<file path="config.mk">
export PLATFORM = sky130hd
export DESIGN_NAME = api_frame_deframer
export DESIGN_NICKNAME = d
export VERILOG_FILES = /design/src/rtl/core/afd_pkg.sv /design/src/rtl/core/api_frame_deframer.sv /design/src/rtl/core/afd_front.sv /design/src/rtl/core/afd_queue.sv /design/src/rtl/core/afd_back.sv
export SDC_FILE = /design/constraint.sdc
export NUM_CORES = 1
export LEC_CHECK = 0
export BUFFER_PORTS_ARGS = -buffer_cell sky130_fd_sc_hd__buf_2
export CAP_MARGIN = 15
export CORE_ASPECT_RATIO = 1.25
export CORE_UTILIZATION = 40
export DETAILED_ROUTE_END_ITERATION = 6
export PLACE_DENSITY_LB_ADDON = 0.25
export SYNTH_ARGS = -nofsm -noshare
export SYNTH_HDL_FRONTEND = slang
export SYNTH_SLANG_ARGS = --single-unit
</file>
<file path="constraint.sdc">
create_clock -name clk -period 3.2 [get_ports clk]
set_clock_uncertainty 0.15 [all_clocks]
set_input_delay 0.48 -clock clk [delete_from_list [all_inputs] [get_ports clk]]
set_output_delay 0.48 -clock clk [all_outputs]
set_load 0.1 [all_outputs]
</file>
<file path="src/rtl/core/afd_pkg.sv">
package afd_pkg;

  localparam int unsigned BYTE_W   = 8;
  localparam int unsigned INDEX_W  = 16;
  localparam int unsigned FTYPE_W  = 3;
  localparam int unsigned STATUS_W = 2;
  localparam int unsigned KIND_W   = 2;

  // Result kinds
  localparam logic [KIND_W-1:0] KIND_TYPE = 2'd0;
  localparam logic [KIND_W-1:0] KIND_DATA = 2'd1;
  localparam logic [KIND_W-1:0] KIND_END  = 2'd2;

  // Frame end status codes
  localparam logic [STATUS_W-1:0] ST_OK      = 2'd0;
  localparam logic [STATUS_W-1:0] ST_UNKNOWN = 2'd1;
  localparam logic [STATUS_W-1:0] ST_BADSUM  = 2'd2;
  localparam logic [STATUS_W-1:0] ST_ZEROLEN = 2'd3;

  // Frame type bytes and their codes
  localparam logic [BYTE_W-1:0] TB_TX_STATUS    = 8'h89;
  localparam logic [BYTE_W-1:0] TB_ZB_TX_STATUS = 8'h8B;
  localparam logic [BYTE_W-1:0] TB_RX64         = 8'h80;
  localparam logic [BYTE_W-1:0] TB_RX16         = 8'h81;
  localparam logic [BYTE_W-1:0] TB_ZB_RECEIVE   = 8'h90;

  localparam logic [FTYPE_W-1:0] FT_TX_STATUS    = 3'd0;
  localparam logic [FTYPE_W-1:0] FT_ZB_TX_STATUS = 3'd1;
  localparam logic [FTYPE_W-1:0] FT_RX64         = 3'd2;
  localparam logic [FTYPE_W-1:0] FT_RX16         = 3'd3;
  localparam logic [FTYPE_W-1:0] FT_ZB_RECEIVE   = 3'd4;

  localparam logic [BYTE_W-1:0] SUM_GOOD = 8'hFF;

  // Work handed from the parser to the result stage
  typedef enum logic [1:0] {
    CMD_TYPE,   // report type, load checksum with the byte
    CMD_DATA,   // pass payload byte, add it to the checksum
    CMD_CHECK,  // add checksum byte, report end with sum status
    CMD_END     // report end with the given status
  } cmd_op_t;

  typedef struct packed {
    cmd_op_t              op;
    logic [BYTE_W-1:0]    data;
    logic [INDEX_W-1:0]   idx;
    logic [FTYPE_W-1:0]   ftype;
    logic [STATUS_W-1:0]  status;
  } cmd_t;

  typedef struct packed {
    logic               known;
    logic [FTYPE_W-1:0] code;
  } type_map_t;

  function automatic type_map_t map_type(input logic [BYTE_W-1:0] b);
    type_map_t m;
    m.known = 1'b1;
    m.code  = FT_TX_STATUS;
    unique case (b)
      TB_TX_STATUS:    m.code = FT_TX_STATUS;
      TB_ZB_TX_STATUS: m.code = FT_ZB_TX_STATUS;
      TB_RX64:         m.code = FT_RX64;
      TB_RX16:         m.code = FT_RX16;
      TB_ZB_RECEIVE:   m.code = FT_ZB_RECEIVE;
      default:         m.known = 1'b0;
    endcase
    return m;
  endfunction

endpackage

</file>
<file path="src/rtl/core/api_frame_deframer.sv">
// Channel   Dir  Handshake          Payload
// s_*       in   s_tvalid/s_tready  s_tdata[7:0] rx_byte
// m_*       out  m_tvalid/m_tready  m_tuser result_kind, m_tdata packed result fields
// cfg_*     in   cfg_we             cfg_data start of frame byte
//
// One byte per cycle while the command queue has room; the parser decides each byte
// combinationally. A result reaches m_* after its byte's transfer through the queue
// write, then the output register.
// Reset (rst, synchronous) returns to hunting, empties the queue, delimiter = 0x7E.
// A stalled m_tready fills the command queue; s_tready drops only when it is full.
// Bytes that give no result (hunting, length bytes) are taken whenever s_tready is high.
module api_frame_deframer import afd_pkg::*; #(
  parameter int unsigned QUEUE_DEPTH = 2
) (
  input  logic        clk,
  input  logic        rst,
  // byte stream in
  input  logic        s_tvalid,
  output logic        s_tready,
  input  logic [7:0]  s_tdata,   // [7:0] rx_byte
  // result stream out
  output logic        m_tvalid,
  input  logic        m_tready,
  output logic [31:0] m_tdata,   // [7:0] data_byte, [23:8] byte_index,
                                 // [26:24] frame_type, [28:27] frame_status, [31:29] zero
  output logic [1:0]  m_tuser,   // [1:0] result_kind
  // delimiter register write
  input  logic        cfg_we,
  input  logic [7:0]  cfg_data
);

  logic [BYTE_W-1:0]   delim_value;
  logic                in_fire;
  logic                push;
  cmd_t                push_cmd;
  cmd_t                head;
  logic                q_full, q_empty, pop;
  logic [KIND_W-1:0]   out_kind;
  logic [BYTE_W-1:0]   out_data;
  logic [INDEX_W-1:0]  out_idx;
  logic [FTYPE_W-1:0]  out_ftype;
  logic [STATUS_W-1:0] out_status;

  // Hold the delimiter; a change takes effect at the next hunt.
  always_ff @(posedge clk) begin
    if (rst) begin
      delim_value <= 8'h7E;
    end else if (cfg_we) begin
      delim_value <= cfg_data;
    end
  end

  // Take a byte whenever the queue has room for the command it may cause.
  assign s_tready = !q_full;
  assign in_fire  = s_tvalid && s_tready;

  // Front: frame parser, classifies each byte into a command.
  afd_front u_front (
    .clk       (clk),
    .rst       (rst),
    .in_fire   (in_fire),
    .in_byte   (s_tdata),
    .delimiter (delim_value),
    .push      (push),
    .push_cmd  (push_cmd)
  );

  // Short command queue decouples the parser from output stalls.
  afd_queue #(
    .DEPTH (QUEUE_DEPTH)
  ) u_queue (
    .clk      (clk),
    .rst      (rst),
    .push     (push),
    .push_cmd (push_cmd),
    .pop      (pop),
    .head     (head),
    .full     (q_full),
    .empty    (q_empty)
  );

  // Back: checksum accumulation and result register.
  afd_back u_back (
    .clk        (clk),
    .rst        (rst),
    .head       (head),
    .empty      (q_empty),
    .pop        (pop),
    .out_valid  (m_tvalid),
    .out_ready  (m_tready),
    .out_kind   (out_kind),
    .out_data   (out_data),
    .out_idx    (out_idx),
    .out_ftype  (out_ftype),
    .out_status (out_status)
  );

  assign m_tuser = out_kind;
  assign m_tdata = {3'b000, out_status, out_ftype, out_idx, out_data};

  // Never a kind code beyond frame end.
  a_kind_legal: assert property (@(posedge clk) disable iff (rst)
    m_tvalid |-> (m_tuser != 2'd3))
    else $error("illegal result kind");

  // Payload bytes start at index one, after the type byte.
  a_data_index: assert property (@(posedge clk) disable iff (rst)
    (m_tvalid && m_tuser == KIND_DATA) |-> (m_tdata[23:8] != 16'd0))
    else $error("payload byte with index zero");

  // Status is only nonzero on frame end results.
  a_status_end_only: assert property (@(posedge clk) disable iff (rst)
    (m_tvalid && m_tuser != KIND_END) |-> (m_tdata[28:27] == ST_OK))
    else $error("status on non-end result");

  // Frames without a known type report type zero.
  a_type_cleared: assert property (@(posedge clk) disable iff (rst)
    (m_tvalid && m_tuser == KIND_END &&
     (m_tdata[28:27] == ST_ZEROLEN || m_tdata[28:27] == ST_UNKNOWN))
    |-> (m_tdata[26:24] == 3'd0))
    else $error("stale frame type on early end");

endmodule

</file>
<file path="src/rtl/core/afd_front.sv">
module afd_front import afd_pkg::*; (
  input  logic              clk,
  input  logic              rst,
  input  logic              in_fire,
  input  logic [BYTE_W-1:0] in_byte,
  input  logic [BYTE_W-1:0] delimiter,
  output logic              push,
  output cmd_t              push_cmd
);

  typedef enum logic [2:0] {
    PH_HUNT,
    PH_LENHI,
    PH_LENLO,
    PH_TYPE,
    PH_DATA,
    PH_SUM
  } phase_t;

  phase_t              phase, phase_next;
  logic [INDEX_W-1:0]  frame_length, frame_length_next;
  logic [INDEX_W-1:0]  position, position_next;
  logic [FTYPE_W-1:0]  type_code, type_code_next;
  logic [INDEX_W-1:0]  position_inc;
  logic [INDEX_W-1:0]  length_full;
  type_map_t           tmap;

  assign position_inc = position + INDEX_W'(1);
  assign length_full  = {frame_length[INDEX_W-1:BYTE_W], in_byte};
  assign tmap         = map_type(in_byte);

  always_comb begin
    phase_next        = phase;
    frame_length_next = frame_length;
    position_next     = position;
    type_code_next    = type_code;
    push              = 1'b0;
    push_cmd.op       = CMD_END;
    push_cmd.data     = in_byte;
    push_cmd.idx      = position;
    push_cmd.ftype    = type_code;
    push_cmd.status   = ST_OK;
    if (in_fire) begin
      unique case (phase)
        PH_HUNT: begin
          if (in_byte == delimiter) begin
            frame_length_next = '0;
            position_next     = '0;
            type_code_next    = '0;
            phase_next        = PH_LENHI;
          end
        end
        PH_LENHI: begin
          frame_length_next = {in_byte, {BYTE_W{1'b0}}};
          phase_next        = PH_LENLO;
        end
        PH_LENLO: begin
          frame_length_next = length_full;
          if (length_full == '0) begin
            push            = 1'b1;
            push_cmd.op     = CMD_END;
            push_cmd.status = ST_ZEROLEN;
            phase_next      = PH_HUNT;
          end else begin
            phase_next = PH_TYPE;
          end
        end
        PH_TYPE: begin
          push = 1'b1;
          if (!tmap.known) begin
            type_code_next  = '0;
            push_cmd.op     = CMD_END;
            push_cmd.ftype  = '0;
            push_cmd.status = ST_UNKNOWN;
            phase_next      = PH_HUNT;
          end else begin
            type_code_next = tmap.code;
            position_next  = INDEX_W'(1);
            push_cmd.op    = CMD_TYPE;
            push_cmd.ftype = tmap.code;
            phase_next     = (frame_length == INDEX_W'(1)) ? PH_SUM : PH_DATA;
          end
        end
        PH_DATA: begin
          push          = 1'b1;
          push_cmd.op   = CMD_DATA;
          position_next = position_inc;
          if (position_inc >= frame_length) begin
            phase_next = PH_SUM;
          end
        end
        PH_SUM: begin
          push        = 1'b1;
          push_cmd.op = CMD_CHECK;
          phase_next  = PH_HUNT;
        end
        default: phase_next = PH_HUNT;
      endcase
    end
  end

  always_ff @(posedge clk) begin
    if (rst) begin
      phase        <= PH_HUNT;
      frame_length <= '0;
      position     <= '0;
      type_code    <= '0;
    end else begin
      phase        <= phase_next;
      frame_length <= frame_length_next;
      position     <= position_next;
      type_code    <= type_code_next;
    end
  end

endmodule

</file>
<file path="src/rtl/core/afd_queue.sv">
module afd_queue import afd_pkg::*; #(
  parameter int unsigned DEPTH = 2
) (
  input  logic clk,
  input  logic rst,
  input  logic push,
  input  cmd_t push_cmd,
  input  logic pop,
  output cmd_t head,
  output logic full,
  output logic empty
);

  localparam int unsigned PTR_W = (DEPTH > 1) ? $clog2(DEPTH) : 1;
  localparam int unsigned CNT_W = $clog2(DEPTH + 1);

  cmd_t             mem [DEPTH];
  logic [PTR_W-1:0] wr_ptr, rd_ptr;
  logic [CNT_W-1:0] count;
  logic             do_push, do_pop;

  assign full    = (count == CNT_W'(DEPTH));
  assign empty   = (count == '0);
  assign do_push = push && !full;
  assign do_pop  = pop && !empty;
  assign head    = mem[rd_ptr];

  function automatic logic [PTR_W-1:0] wrap_inc(input logic [PTR_W-1:0] p);
    return (p == PTR_W'(DEPTH - 1)) ? '0 : p + PTR_W'(1);
  endfunction

  always_ff @(posedge clk) begin
    if (do_push) begin
      mem[wr_ptr] <= push_cmd;
    end
  end

  always_ff @(posedge clk) begin
    if (rst) begin
      wr_ptr <= '0;
      rd_ptr <= '0;
      count  <= '0;
    end else begin
      if (do_push) wr_ptr <= wrap_inc(wr_ptr);
      if (do_pop)  rd_ptr <= wrap_inc(rd_ptr);
      unique case ({do_push, do_pop})
        2'b10:   count <= count + CNT_W'(1);
        2'b01:   count <= count - CNT_W'(1);
        default: count <= count;
      endcase
    end
  end

endmodule

</file>
<file path="src/rtl/core/afd_back.sv">
module afd_back import afd_pkg::*; (
  input  logic                clk,
  input  logic                rst,
  input  cmd_t                head,
  input  logic                empty,
  output logic                pop,
  output logic                out_valid,
  input  logic                out_ready,
  output logic [KIND_W-1:0]   out_kind,
  output logic [BYTE_W-1:0]   out_data,
  output logic [INDEX_W-1:0]  out_idx,
  output logic [FTYPE_W-1:0]  out_ftype,
  output logic [STATUS_W-1:0] out_status
);

  logic [BYTE_W-1:0] running_sum;
  logic [BYTE_W-1:0] sum_add;

  assign pop     = !empty && (!out_valid || out_ready);
  assign sum_add = running_sum + head.data;

  always_ff @(posedge clk) begin
    if (rst) begin
      out_valid   <= 1'b0;
      running_sum <= '0;
    end else begin
      if (pop) begin
        out_valid <= 1'b1;
      end else if (out_ready) begin
        out_valid <= 1'b0;
      end
      if (pop) begin
        unique case (head.op)
          CMD_TYPE:  running_sum <= head.data;
          CMD_DATA:  running_sum <= sum_add;
          CMD_CHECK: running_sum <= sum_add;
          CMD_END:   running_sum <= running_sum;
        endcase
      end
    end
  end

  // Payload of the output register
  always_ff @(posedge clk) begin
    if (pop) begin
      out_ftype  <= head.ftype;
      out_data   <= '0;
      out_idx    <= '0;
      out_status <= ST_OK;
      unique case (head.op)
        CMD_TYPE: out_kind <= KIND_TYPE;
        CMD_DATA: begin
          out_kind <= KIND_DATA;
          out_data <= head.data;
          out_idx  <= head.idx;
        end
        CMD_CHECK: begin
          out_kind   <= KIND_END;
          out_status <= (sum_add == SUM_GOOD) ? ST_OK : ST_BADSUM;
        end
        CMD_END: begin
          out_kind   <= KIND_END;
          out_status <= head.status;
        end
      endcase
    end
  end

endmodule

</file>
==> run metrics <==
status=finished clean; Crit path depth=12; # diodes=0; adder-cell area share of the yosys netlist=5.333%; Yosys warnings=0; Total Routing Usage GR=16.76%; final number of max-transition violations=0; Via density=approximately 5.2; IO buf count=53; crit path max fanout=7; fmax=336.5 MHz; Final Non-Filler Cells=938; Top Ports=57; Die ar.=18,490 sq um; Post-synth EDFFs=just over 90; Final Hold Fails=0; Pwr per Cell Area=approximately 700 nW/um^2; CP endpoint kind=register; most common cell after layout, fill and taps aside=edfxtp_1; routability congestion estimate=approximately 0.84; critical hold path startpoint=cfg_data[2]; pin slew with the least headroom to its limit=0.6632 ns; Max-Cap Viols=0; antenna violations before repair=0; H-tree depth=4; headroom to the max-slew limit=roughly 56%; CTS buffer count=17; slowest cell delay on critical path=0.38 ns; hpwl dp=~10,000 microns; Clock Tree Buf Depth=2; RSZ-0062 raised after global routing=no; wire length per cell=15.59 microns; Async S/R FF share, synth=0%; critical-path cell list=ha_2 -> nand3_1 -> or2_1 -> nor2_1 -> xor2_1 -> ha_1 -> nand4_1 -> nor3_1 -> a2111oi_1 -> o21ai_1 -> o21ai_1 -> a221oi_1; die height=approximately 150 microns; Reg2Reg Depth=12; CTS Hold Bufs=0; number of synthesized register bits=between 150 and 200; global-route wire length before repair=23,410 microns; Worst EP arrival=3.11 ns; Routed WL=between 10,000 and 15,000 microns; Seq/Total Area, Yosys=55.63%; Critical Path Source=u_front.position[1]; Hold Path Class=input pin to register; Crit path top cell by count=o21ai_1; Die Wd=121.8 microns; Placed Area=7774 sq um; most frequent cells in the layout=edfxtp_1, dfxtp_1, buf_2; Cells after DPL=~910; Worst Path Buf+Inv=0; nets@finish=752; crit path time final=2.971 ns; vias=about 4,900; # setup viols final=0; Post-Syn Area=approximately 7000 sq um; final design area excluding fillers=8439 sq um; CP top delay family=compound AO/OA/AOI/OAI gates; Synth cell types=55; Slowest cell on crit path=dfxtp_2; P_leak=3.108 nW; vias in the first global route=between 4,000 and 5,000; Root Driver=clkbuf_16; Area Overhead vs Synth=17.55%; Routed Antenna Nets=0; Top FF cell, synth=edfxtp_1; post-synthesis mux area share=6.762%; peak supply drop=0.3162 mV; Synth Area in Compound Gates=9.690%; Core Footprint=around 17,000 sq um; CTS sink cnt=approximately 150; Tcrit/Tclk final=92.86%; grt ovf=0; critical path class=register to register; setup repair bufs after CTS=0; hold depth=2; Mean Syn Cell Area=around 11 sq um; setup tns final=0 ns; Req. time, crit path=3.34 ns; XOR/XNOR share of the synthesized area=3.782%; worst reg2reg path startpoint=u_front.position[1]; pin count of the biggest net entering global routing=33; # rows=54; Reg clk slew, reported paths=0.06 ns; share of cells above drive strength 1=19.89%; DRT iter0 DRCs=367; gate count of the mapped netlist=637; DRT Pass-1 Iters=5; clk_lat worst skew=0.43 ns; largest family of logic cells by synthesized area=simple AND/OR/NAND/NOR gates; CTS tree=built; DRC viols=0; Initial Utilization=41.03%; post-synthesis simple-gate area fraction=15.68%; Critical Path Start Type=register
[registers in the layout, indices dropped and copies added, names as in the netlist, 3 cells and up, named ones only]
| name | cells |
|---|---|
| u_back.running_sum | 8 |
| u_back.out_data | 8 |
| delim_value | 8 |
| u_queue.mem | 62 |
| u_front.frame_length | 16 |
| u_back.out_ftype | 3 |
| u_back.out_idx | 16 |
| u_front.phase | 3 |
| u_front.position | 16 |
| u_front.type_code | 3 |
[path summary, 6_finish.rpt]
path,end,slack [ns]
worst max-delay path,u_front.phase[0],0.23
worst max register to register,u_front.phase[0],0.23
worst min register to register,u_front.type_code[2],0.32
worst min-delay path,delim_value[2],0.11
[logic make-up (layout without fill, tap and decap cells)]
| family | Yosys count | after routing |
|---|---|---|
| simple gates | 219 | 219 |
| flops | 153 | 153 |
| compound gates | 102 | 102 |
| buf+inv | 55 | 130 |
| mux | 46 | 46 |
| xor+xnor | 31 | 31 |
| fa+ha+maj | 30 | 30 |
| other cells | 1 | 3 |
[final cells by class]
| cell class | instances | area, sq um |
|---|---|---|
| sequential | 153 | 3999 |
| timing repair buffer | 73 | 427.9 |
| tap | 224 | 280.3 |
| inverter | 25 | 93.84 |
| clock buffer | 24 | 535.5 |
| multi-input combinational | 431 | 3002 |
| clock inverter | 8 | 101.3 |
| fill | 1564 | 9060 |
[Yosys cell counts (7+ instances only)]
cell	number	area share, %
xnor2_1	17	2.1
nand3_1	17	1.2
buf_1	7	0.37
nand4_1	9	0.78
nor3_1	12	0.84
nor2_1	48	2.5
inv_1	25	1.3
dfxtp_1	60	17
a22o_1	7	0.85
edfxtp_1	93	39
xor2_1	14	1.7
nor4_1	8	0.70
nor2b_1	28	2.4
o21ai_0	25	1.7
mux2i_1	26	3.6
clkbuf_1	18	0.94
a21oi_1	24	1.7
ha_1	29	5.1
mux2_2	19	3.0
and2_1	9	0.78
nand2_1	46	2.4
nand2b_1	20	1.7
a21o_1	10	1.0
[power by group]
group	switching, W	internal [W]	total (W)
combinational	0.00102	0.000358	0.00138
sequential	0.0000538	0.00224	0.00229
clock	0.000778	0.00133	0.00211
[repair_timing]
item | CTS | global route
setup endpoints to repair | 1 | 2
pin swaps | 0 | 1
gates resized for setup | 1 | 10
[metrics by stage]
step	hold WS [ns]	power, W	utilization (%)	setup slack (ns)
5_1_grt	0.1025	0.005992	48.23	0.009659
2_1_floorplan	0.2737	0.003470	-	-0.09466
3_3_place_gp	0.3038	0.003695	44.42	0.1233
6_report	0.1103	0.005783	48.23	0.2286
3_5_place_dp	0.3084	0.003717	44.42	0.01511
4_1_cts	0.09745	0.005830	48.06	0.05009
[routing by layer]
metal | routed length [microns] | track usage (%) | vias to the layer above
met4 | 298 | 8.642 | 0
met1 | 6464 | 20.12 | 2355
li1 | - | - | 2416
met2 | 7311 | 28.53 | 126
met5 | 0 | 0 | -
met3 | 549 | 3.031 | 20
(Power assumes the default switching activity.)
